===== src/design/assert_macros.svh =====
// ----------------------------------------------------------------------------
// Assertion macros
// Shared concurrent assertion forms, clocked on clk and quiet during reset.
// ----------------------------------------------------------------------------
`ifndef ASSERT_MACROS_SVH
`define ASSERT_MACROS_SVH

// The condition must hold at every clock edge out of reset.
`define ASSERT_ALWAYS(label, cond, msg) \
  label: assert property (@(posedge clk) disable iff (!rst_n) (cond)) else $error(msg);

// When the antecedent holds, the consequent holds in the same cycle.
`define ASSERT_IMPLY(label, ante, cons, msg) \
  label: assert property (@(posedge clk) disable iff (!rst_n) (ante) |-> (cons)) \
    else $error(msg);

// When the antecedent holds, the consequent holds in the next cycle.
`define ASSERT_NEXT(label, ante, cons, msg) \
  label: assert property (@(posedge clk) disable iff (!rst_n) (ante) |=> (cons)) \
    else $error(msg);

`endif


===== src/design/lss_pkg.sv =====
// ----------------------------------------------------------------------------
// lss_pkg
// Opcodes, field widths and shared types of the searchable LIFO stack.
// ----------------------------------------------------------------------------
package lss_pkg;

  localparam int VALUE_W = 32;
  localparam int COUNT_W = 7;
  localparam int POS_W   = 6;

  typedef enum logic [1:0] {
    OP_PUSH   = 2'd0,
    OP_POP    = 2'd1,
    OP_CLEAR  = 2'd2,
    OP_SEARCH = 2'd3
  } opcode_t;

  // Shift commands broadcast to every cell of the stack chain.
  typedef struct packed {
    logic shift_dn;
    logic shift_up;
  } cell_ctrl_t;

endpackage


===== src/design/lss_cell.sv =====
// ----------------------------------------------------------------------------
// lss_cell
// One stack entry: shifts down on push, up on pop, and compares with the key.
// ----------------------------------------------------------------------------
module lss_cell (
  input  logic                                  clk,
  input  lss_pkg::cell_ctrl_t                   ctrl,
  input  logic signed [lss_pkg::VALUE_W-1:0]    from_above,
  input  logic signed [lss_pkg::VALUE_W-1:0]    from_below,
  input  logic signed [lss_pkg::VALUE_W-1:0]    key,
  output logic signed [lss_pkg::VALUE_W-1:0]    value,
  output logic                                  match
);

  logic signed [lss_pkg::VALUE_W-1:0] val_r;

  always_ff @(posedge clk) begin
    if (ctrl.shift_dn) begin
      val_r <= from_above;
    end else if (ctrl.shift_up) begin
      val_r <= from_below;
    end
  end

  assign value = val_r;
  assign match = (val_r == key);

endmodule


===== config.mk =====
export PLATFORM = sky130hd
export DESIGN_NAME = lss_cell
export DESIGN_NICKNAME = d
export VERILOG_FILES = /design/src/design/assert_macros.svh /design/src/design/lss_pkg.sv /design/src/design/lss_cell.sv
export SDC_FILE = /design/constraint.sdc
export NUM_CORES = 1
export LEC_CHECK = 0
export ABC_AREA = 1
export BUFFER_PORTS_ARGS = -buffer_cell sky130_fd_sc_hd__buf_2
export CAP_MARGIN = 10
export CORE_MARGIN = 1
export CORE_UTILIZATION = 30
export CTS_CLUSTER_DIAMETER = 50
export CTS_CLUSTER_SIZE = 28
export DETAILED_ROUTE_END_ITERATION = 7
export GPL_ROUTABILITY_DRIVEN = 0
export SETUP_SLACK_MARGIN = 0.4
export SLEW_MARGIN = 40
export SYNTH_ARGS = -nofsm -noshare
export SYNTH_HDL_FRONTEND = slang
export SYNTH_SLANG_ARGS = --single-unit

===== constraint.sdc =====
create_clock -name clk -period 2.4 [get_ports clk]
set_clock_uncertainty 0.15 [all_clocks]
set_input_delay 0.48 -clock clk [delete_from_list [all_inputs] [get_ports clk]]
set_output_delay 0.48 -clock clk [all_outputs]
set_load 0.02 [all_outputs]

; Yosys cells after proc, flatten, opt, wreduce, memory -nomap -nowiden
; Index checks and enable logic that the tools add are counted.
[word_totals]
in_bits = 99
register_bits = 32
word_cells = 5
output_inout_bits = 33
[classes]
reduce_logical = 1
eq_ne = 1
muxes = 2
[op_table]
columns = operator, n
row1 = 32-bit two-way mux, 2
row2 = 32-bit == test, 1
row3 = 2-bit nonzero test, 1

; Longest topological paths before layout
[logic_depth]
depth_word = 2
ltp_mapped = 8
ltp_nobuf = 8

; Worst setup path before layout
; No wires, ideal clock.
[synth_path]
path_kind = register to output
from = register val_r (netlist bit value[20])
to = output match
arrival_ps = 1209
setup_slack_ps = 561
path_stages_with_launch = 8
t_required_ps = 1770
path_cell_list = edfxtp_1 -> nor2_1 -> nor2_1 -> nor2_1 -> nand2_1 -> nor2_1 -> nand2_1 -> nor2_1
[synth_between]
elab_chain_cells = 1
[synth_lines]
columns = element, line
row1 = "start, declared", lss_cell.sv:15  ; logic signed [lss_pkg::VALUE_W-1:0] val_r;
row2 = "start signal, assigned", lss_cell.sv:19  ; val_r <= from_above;
row3 = "start signal, assigned", lss_cell.sv:21  ; val_r <= from_below;
row4 = 32-bit == test, lss_cell.sv:26  ; assign match = (val_r == key);
row5 = "end, declared", lss_cell.sv:12  ; output logic match
; No other way between the ends.

; Worst setup path after layout
[layout_path]
from = register val_r (netlist bit value[10])
to = output match
; The elaborated chain is that of the path after synthesis.

==> key figures <==
Status
  – Status: complete, but fails checks
  – Failing checks: design-rule violations

Yosys
  – Largest cells by area after synthesis: edfxtp_1, nand2_1, inv_1
  – Synthesized Nets: 404
  – Warnings from Yosys: 0
  – Post-synth EDFFs: 32
  – Yosys reg bits: 32
  – Most frequent cells after synthesis: nand2_1, inv_1, nor2_1, edfxtp_1, buf_2
  – Ys flop type: edfxtp_1
  – Avg Cell Area, Syn: 6.62 um2
  – Synth top area share: between 40 and 50%
  – Post-Syn Instances: 305
  – Seq/Total Area, Yosys: between 40% and 50%
  – Most area-hungry cell type in the Yosys netlist: edfxtp_1
  – Asr flop ratio synth: 0%
  – Unique cell type count in the Yosys netlist: 8
  – Post-Synthesis Cell Area: slightly above 2000 um2
  – Most instantiated library cell after synthesis: nand2_1

Placement
  – Detailed Place HPWL: around 4000 um
  – Placed cell areas: around 2700 um2
  – Port Buf Inserts: 131

Layout
  – Number of flip-flops in the largest register: 32
  – Post-layout net count: 540
  – Share of cells above drive strength 1: approximately a third
  – P&R area growth vs syn: 41.9%
  – Cell area after layout: 2870 um2
  – Fillers: ~690
  – ANT cells: 0

Timing
  – WHS: roughly 0.31 ns
  – Tmin final: around 2.1 ns
  – Worst-Margin Slew: 0.766 ns
  – Fmax: 0.475 GHz
  – Rel. slew slack: 48.9%
  – Final hold vios: 0
  – Final Max Tran Viols: 0
  – Setup violators final: 0
  – Setup TNS: 0 ns
  – Unrepaired setup endpoints after global routing: true
  – Fin crit share: about 88%

CTS
  – CTS sink count: 32
  – H-tree depth: 2
  – Clock slew at reported path FFs: 0.07 ns
  – CTS buffer count: 5
  – Hold Buf Count CTS: 0
  – Root buffer cell: clkbuf_8
  – CTS tree: yes
  – Bufs on Longest Clock Path: 2

Floorplan
  – Die Wd: 84.0 um
  – Site Rows: 29
  – Core area: approximately 6400 um2
  – Die height: ~84 um
  – Initial core utilization: 31.4%
  – Io pins: 132
  – Die Area: 7060 um2

Pwr
  – Leakage: 0.00175 uW
  – Power Total: between 1500 and 2000 uW
  – PwrDens: approximately 530 nW/um2
  – Worst VDD drop: 220 uV

Setup path
  – CP arrival: ~1.5 ns
  – Critical path required time: 1.77 ns
  – Crit path max fanout: 3
  – Startpoint class of the critical path: flip-flop
  – Worst Setup End Kind: output pin
  – Setup CP Type: flip-flop to output pin
  – CP Capture Point: match
  – CP Launch Point: value[10]

GRT
  – Initial antenna violation count: 0
  – Vias in the first global route: 2000
  – Global route overflow: 0
  – First-pass GRT wire length: 8070 um
  – Largest net degree at the start of global routing: 33
  – Gr usage total: 14.5%

Hold path
  – HP Class: input port to flip-flop

Detailed routing
  – First DRT Iteration DRCs: 62
  – Routed Antenna Nets: 0
  – Total iterations of the first detailed-routing run: 6
  – Routed WL: between 4000 and 5000 um
  – Avg WL per Cell: 9.51 um
  – DR vias: 2137
  – DRC: 14
  – Vias per cell: about 4.1

Flow run
  – Max_cap viols: 0
==> through the flow <==
step           setup slack, ns  cells  util, %
2_1_floorplan            0.561    305        -
3_3_place_gp             0.268    508     42.7
3_5_place_dp             0.277    508     42.7
4_1_cts                  0.236    516     44.3
5_1_grt                  0.135    518     44.6
6_report                 0.295    518     44.6
==> worst max-delay path: stages, from the launching register on <==
cell	delay, ns
edfxtp_1	0.40
nand2_1	0.08
nand2_1	0.06
nor2_2	0.11
nand2_1	0.08
nor2_2	0.12
nand2_1	0.06
nor2_2	0.14
buf_6	0.13
==> routing by layer <==
layer / global-route usage (%) / vias to the layer above / routed length [um]
met5: 0 / - / 0
li1: - / 1165 / -
met4: 6.58 / 0 / 106
met2: 26.5 / 70 / 2380
met3: 2.57 / 10 / 302
met1: 16.3 / 892 / 2140
==> final cells by class <==
type	instances	area (um2)	area share, %
sequential	32	961	33.5
multi-input combinational	218	851	29.7
timing repair buffer	136	699	24.4
inverter	48	180	6.29
tap	77	96.3	3.36
clock buffer	6	72.6	2.53
clock inverter	1	5.00	0.175
==> power by group <==
| part | total [uW] | internal, uW | switching [uW] |
|---|---|---|---|
| clock | 382 | 197 | 185 |
| sequential | 733 | 691 | 42.2 |
| combinational | 413 | 172 | 241 |
==> worst min-delay path by stage <==
stage                         from   endpoint  slack (ns)  cells after the start
floorplan            from_below[0]   value[0]        0.51                      2
global placement    from_below[21]  value[21]        0.60                      3
detailed placement  from_below[31]  value[31]        0.60                      3
CTS                 from_below[31]  value[31]        0.30                      3
global route        from_below[24]  value[24]        0.31                      3
finish               from_below[2]   value[2]        0.31                      3
==> logic make-up after synthesis <==
group / Yosys count / share of synthesized area, %
and+or+nand+nor: 215 / 40.1
xor gates and xnor gates: 3 / 1.30
DFF: 32 / 47.6
buffers and inverters: 55 / 11.0
==> cells in the final DEF (no fill, tap or decap), types with 3 or more instances in the layout <==
cell and count:
clkbuf_8 5, nand2_1 171, buf_2 130, nor2_1 37, inv_1 47, edfxtp_1 32
xor2_1 3, nor2_2 6, buf_4 5
==> repair_timing <==
action | in CTS | in global routing
pin swaps | 10 | 2
buffers inserted | 1 | 2
resized for setup | 5 | 3
setup endpoints to repair | 1 | 1
No activity file was read; power rests on OpenSTA's default activity.
