<file path="src/design/assert_macros.svh">
// ----------------------------------------------------------------------------
// Assertion macros
// Shared concurrent assertion forms, clocked on clk and quiet during reset.
// ----------------------------------------------------------------------------
`ifndef ASSERT_MACROS_SVH
`define ASSERT_MACROS_SVH

// The condition must hold at every clock edge out of reset.
`define ASSERT_ALWAYS(label, cond, msg) \
  label: assert property (@(posedge clk) disable iff (!rst_n) (cond)) else $error(msg);

// When the antecedent holds, the consequent holds in the same cycle.
`define ASSERT_IMPLY(label, ante, cons, msg) \
  label: assert property (@(posedge clk) disable iff (!rst_n) (ante) |-> (cons)) \
    else $error(msg);

// When the antecedent holds, the consequent holds in the next cycle.
`define ASSERT_NEXT(label, ante, cons, msg) \
  label: assert property (@(posedge clk) disable iff (!rst_n) (ante) |=> (cons)) \
    else $error(msg);

`endif

</file>
<file path="src/design/lss_match_tree.sv">
// ----------------------------------------------------------------------------
// lss_match_tree
// Registered binary tree that finds the lowest and highest set hit index.
// ----------------------------------------------------------------------------
module lss_match_tree #(
  parameter int N  = 64,
  parameter int IW = 6
) (
  input  logic          clk,
  input  logic          rst_n,
  input  logic          go,
  input  logic [N-1:0]  hits,
  output logic          done,
  output logic          found,
  output logic [IW-1:0] lo,
  output logic [IW-1:0] hi
);

  localparam int P = 2 ** IW;

  // Heap layout: node k has children 2k and 2k+1, leaves sit at P..2P-1.
  logic          node_found_r [1:2*P-1];
  logic [IW-1:0] node_lo_r    [1:2*P-1];
  logic [IW-1:0] node_hi_r    [1:2*P-1];
  logic [IW:0]   vld_r;
  logic [P-1:0]  hits_pad;

  // Leaves past the last entry never hit.
  assign hits_pad = P'(hits);

  for (genvar i = 0; i < P; i++) begin : g_leaf
    always_ff @(posedge clk) begin
      node_found_r[P+i] <= hits_pad[i];
      node_lo_r[P+i]    <= IW'(i);
      node_hi_r[P+i]    <= IW'(i);
    end
  end

  // The left child always covers the lower indexes.
  for (genvar k = 1; k < P; k++) begin : g_node
    always_ff @(posedge clk) begin
      node_found_r[k] <= node_found_r[2*k] | node_found_r[2*k+1];
      node_lo_r[k]    <= node_found_r[2*k]   ? node_lo_r[2*k]   : node_lo_r[2*k+1];
      node_hi_r[k]    <= node_found_r[2*k+1] ? node_hi_r[2*k+1] : node_hi_r[2*k];
    end
  end

  always_ff @(posedge clk) begin
    if (!rst_n) begin
      vld_r <= '0;
    end else begin
      vld_r <= {vld_r[IW-1:0], go};
    end
  end

  assign done  = vld_r[IW];
  assign found = node_found_r[1];
  assign lo    = node_lo_r[1];
  assign hi    = node_hi_r[1];

endmodule

</file>
<file path="config.mk">
export PLATFORM = sky130hd
export DESIGN_NAME = lss_match_tree
export DESIGN_NICKNAME = d
export VERILOG_FILES = /design/src/design/assert_macros.svh /design/src/design/lss_match_tree.sv
export SDC_FILE = /design/constraint.sdc
export NUM_CORES = 1
export LEC_CHECK = 0
export BUFFER_PORTS_ARGS = -buffer_cell sky130_fd_sc_hd__buf_4
export CAP_MARGIN = 10
export CORE_ASPECT_RATIO = 1.25
export CORE_MARGIN = 4
export CORE_UTILIZATION = 55
export CTS_CLUSTER_DIAMETER = 120
export CTS_CLUSTER_SIZE = 25
export DETAILED_ROUTE_END_ITERATION = 6
export PLACE_DENSITY = 0.74
export REMOVE_ABC_BUFFERS = 1
export SYNTH_ARGS = -nofsm -noshare
export SYNTH_HDL_FRONTEND = slang
export SYNTH_SLANG_ARGS = --single-unit
</file>
<file path="constraint.sdc">
create_clock -name clk -period 1.9 [get_ports clk]
set_clock_uncertainty 0.05 [all_clocks]
set_input_delay 0.285 -clock clk [delete_from_list [all_inputs] [get_ports clk]]
set_output_delay 0.285 -clock clk [all_outputs]
set_load 0.005 [all_outputs]
</file>
=== After elaboration in Yosys (flattened, before gate mapping) ===
Memories as Yosys holds them, arrays and structs flattened.
Cells that the tools add are included.

* Mux-type cells: 126
* Bitwise operators: 63

{| class="wikitable"
|+ Operators by type and width
! cell !! number
|-
| $mux W6 || 126
|-
| $or A1 B1 Y1 || 63
|}

* Flip-flop bits (word level): 7
* RAM bits: 1651
* Input port bits: 67
* Output and inout bits: 14
* Logic and storage cells: 193
* Memories: 3

{| class="wikitable"
|+ Memories
! memory !! words !! bits a word !! rd ports !! clocked after memory_dff !! write ports !! line !! source
|-
| node_hi_r || 127 || 6 || 127 || 0 || 127 || lss_match_tree.sv:24 || <nowiki>logic [IW-1:0] node_hi_r [1:2*P-1];</nowiki>
|-
| node_lo_r || 127 || 6 || 127 || 0 || 127 || lss_match_tree.sv:23 || <nowiki>logic [IW-1:0] node_lo_r [1:2*P-1];</nowiki>
|-
| node_found_r || 127 || 1 || 127 || 0 || 127 || lss_match_tree.sv:22 || <nowiki>logic node_found_r [1:2*P-1];</nowiki>
|}

=== Logic depth before layout (Yosys ltp) ===
* Depth after elaboration: 1
* Mapped depth: 2
* Mapped depth without buffers: 1

=== Worst setup path after synthesis ===
Ideal clock, no wire load.

* Path kind: flip-flop to flip-flop
* Start point: register, netlist name node_found_r[0][3]
* End point: memory node_hi_r[1][0]
* Setup time: 0.121 ns
* Arrival: 0.743 ns
* Data required time: 1.729 ns
* Path slack: 0.986 ns
* Cell stages (with the launch flop): 2
* Path through: dfxtp_1 > mux2_2

{| class="wikitable"
|+ RTL lines
! what !! line
|-
| end: declaration || lss_match_tree.sv:24
|}

=== Worst setup path in the final report ===
* Start point: input rst_n
* End point: register vld_r[0]

{| class="wikitable"
|+ RTL lines
! what !! line !! source
|-
| start: declaration || lss_match_tree.sv:10 || <nowiki>input logic rst_n,</nowiki>
|-
| end signal: assignment || lss_match_tree.sv:52 || <nowiki>vld_r <= {vld_r[IW-1:0], go};</nowiki>
|-
| end: declaration || lss_match_tree.sv:25 || <nowiki>logic [IW:0] vld_r;</nowiki>
|}

No word-level cell between the ends.

==> results.json <==
{
  "critPathSlowestCell": "dlygate4sd3_1",
  "floorplan.io_pins": 81,
  "sw_frac_of_total_pct": 18.4,
  "global_route_wire_length_before_repair_um": 20300,
  "timing.setup.tns_ns": 0,
  "synth_seq_cells": 374,
  "min_path_type": "reg -> reg",
  "worstSetupStartpointType": "primary input",
  "worst_slew_pin_slew_ns": 0.356,
  "wl_per_cell_um": 12.0,
  "clkPwrFrac_pct": 30.6,
  "cts.sink_count": 374,
  "routed_wirelength_um": 12100,
  "synth.yosys.warnings": 0,
  "via_per_inst": 4.29,
  "vdd.ir_drop.worst_v": 0.000841,
  "power-per-cell-area_nw_per_um2": 1110,
  "cts_repair_resize_count": 0,
  "internal_dissipation_mw": 10.4,
  "ctsLongestPathBuffers": 3,
  "critical_path.cell_chain": "dlygate4sd3_1 > buf_4 > and2_1 > dlygate4sd3_1",
  "cts_htree_levels": 1,
  "timing_worst_setup_path_type": "in -> reg",
  "rrSetupSlack_ns": 0.87,
  "final_max_slew_viol_count": 0,
  "crit_top_cell": "dlygate4sd3_1",
  "cp_max_fo": 7,
  "p_switching_mw": 2.35,
  "layout-drive-gt1-share_pct": 35.0,
  "antenna_violating_nets_post_route": 0,
  "drt_pre_antenna_iters": 3,
  "portBuffers": 80,
  "critical-path-max-stage-delay_ns": 0.54,
  "cts-buffers-inserted": 18,
  "fp.coreArea_um2": 16900,
  "first_global_vias": 4574,
  "setup_viol_count_final": 0,
  "combPwrFrac_pct": 3.6,
  "run_status": "completed",
  "p_leak_nw": 5.10,
  "post_synth_num_cell_types": 8,
  "synth_seq_area_share_pct": 78.6,
  "utilization_after_layout_pct": 67.9,
  "worst-endpoint-required_ns": 2.23,
  "insertion_delay_ns": 0.49,
  "floorplan.initialDensity_pct": 56.3,
  "routabilityCongestion": 0.767,
  "clockRootBuffer": "clkbuf_16",
  "final-hold-violation-count": 0,
  "nets": 855,
  "syn-cell-area_um2": 9520,
  "max_freq_mhz": 765,
  "globalRoute.totalOverflow": 0,
  "grt_setup_unrepaired": "no",
  "timing.max_cap.violations": 0,
  "endpoint_kind": "register",
  "hpwlAfterDp_um": 8250,
  "layout_worst_path_cycle_share_pct": 68.8,
  "antenna_cells_inserted": 0,
  "drt_iter0_markers": 124,
  "grt_usage_pct": 12.6,
  "routed-via-count": 4324,
  "cts_tree": "built",
  "area_delta_synth_final_pct": 20.7,
  "syn-instance-count": 628,
  "clkSlewWorstSetupHoldPaths_ns": 0.09,
  "min_period_ns": 1.31,
  "seq_pwr_share_pct": 65.8,
  "worst_slew_margin_rel_pct": 76.2,
  "detail_route.drc_violations": 0,
  "grt_start_max_net_pins": 26,
  "number_of_setup_buffers_added_after_cts": 0,
  "grt_antenna_before_repair": 0,
  "synthesis.area_per_instance_um2": 15.2,
  "row_count": 53,
  "fp.dieW_um": 126,
  "chipHeight_um": 155,
  "total_die_area_um2": 19500,
  "cp_data_arrival_time_ns": 1.64
}
-- final timing paths --
| path | cells past startpoint | end | from |
|---|---|---|---|
| worst max-delay path | 4 | vld_r[0] | rst_n |
| worst min-delay path | 0 | node_hi_r[49][0] | node_found_r[1][35] |
| worst max register to register | 1 | node_lo_r[0][9] | node_found_r[0][2] |
| worst min register to register | 0 | node_hi_r[49][0] | node_found_r[1][35] |
-- routing by layer --
| layer | up-vias | routed length (um) | global-route usage [%] |
|---|---|---|---|
| met3 | 20 | 456 | 2.30 |
| li1 | 2256 | - | - |
| met4 | 0 | 237 | 4.18 |
| met5 | - | 0 | 0 |
| met1 | 1979 | 4900 | 13.6 |
| met2 | 69 | 6550 | 24.5 |
-- state kept, by name, indices dropped and copies added (netlist names) --
signal,count
vld_r,7
node_found_r,127
node_hi_r,120
node_lo_r,120
-- critical path: cells and delay by family --
kind / cells / cell delay [ns]
buffers and inverters: 3 / 1.22
AND/OR/NAND/NOR: 1 / 0.12
-- synth_stat cells, drive strengths merged --
master	instances	share of area (%)
mux2	114	14
dfxtp	374	79
inv	63	2.5
or2	63	4.1
and2	7	0.46
buf	7	0.59
-- power groups by stage --
stage / combinational [mW] / sequential, mW / clock, mW
after global routing: 0.500 / 8.43 / 4.26
after CTS: 0.459 / 8.39 / 4.03
after detailed placement: 0.345 / 8.57 / 0
after floorplan: 0.200 / 8.51 / 0
after global placement: 0.335 / 8.55 / 0
final: 0.453 / 8.38 / 3.89
-- placed cells by master (no fill, tap or decap) --
cell type	count
and2_1	7
buf_4	80
clkbuf_1	1
clkbuf_16	19
dfxtp_1	374
dlygate4sd3_1	67
inv_1	63
mux2_2	109
mux2_4	5
or2_2	63
-- what timing repair did --
action	4_1_cts	5_1_grt
hold buffers	67	0
hold endpoints to repair	69	0
endpoints found under the setup margin	0	0
-- cell families after synthesis --
kind of cell,count (synthesis),synth area share (%)
buffers and inverters,70,3.08
DFF,374,78.6
muxes,114,13.7
and+or+nand+nor,70,4.60
-- cell type report --
cell class	instances	area [um^2]
clock buffers	20	479
repair buffers	147	1270
inverters	63	236
multi-input cells	184	1740
fillers	1173	5420
flip-flops and latches	374	7490
well taps	220	275
-- stage by stage --
step / hold WS, ns / std cells / instance area [um^2] / setup WS, ns / power (mW)
final: 0.300 / 1008 / 11500 / 0.593 / 12.7
after global routing: 0.304 / 1008 / 11500 / 0.586 / 13.2
after CTS: 0.298 / 1008 / 11500 / 0.610 / 12.9
after detailed placement: 0.281 / 921 / 10300 / 0.876 / 8.92
after global placement: 0.279 / 921 / 10300 / 0.918 / 8.89
after floorplan: 0.263 / 621 / 9460 / 0.941 / 8.71
No activity file was read; power rests on OpenSTA's default activity.
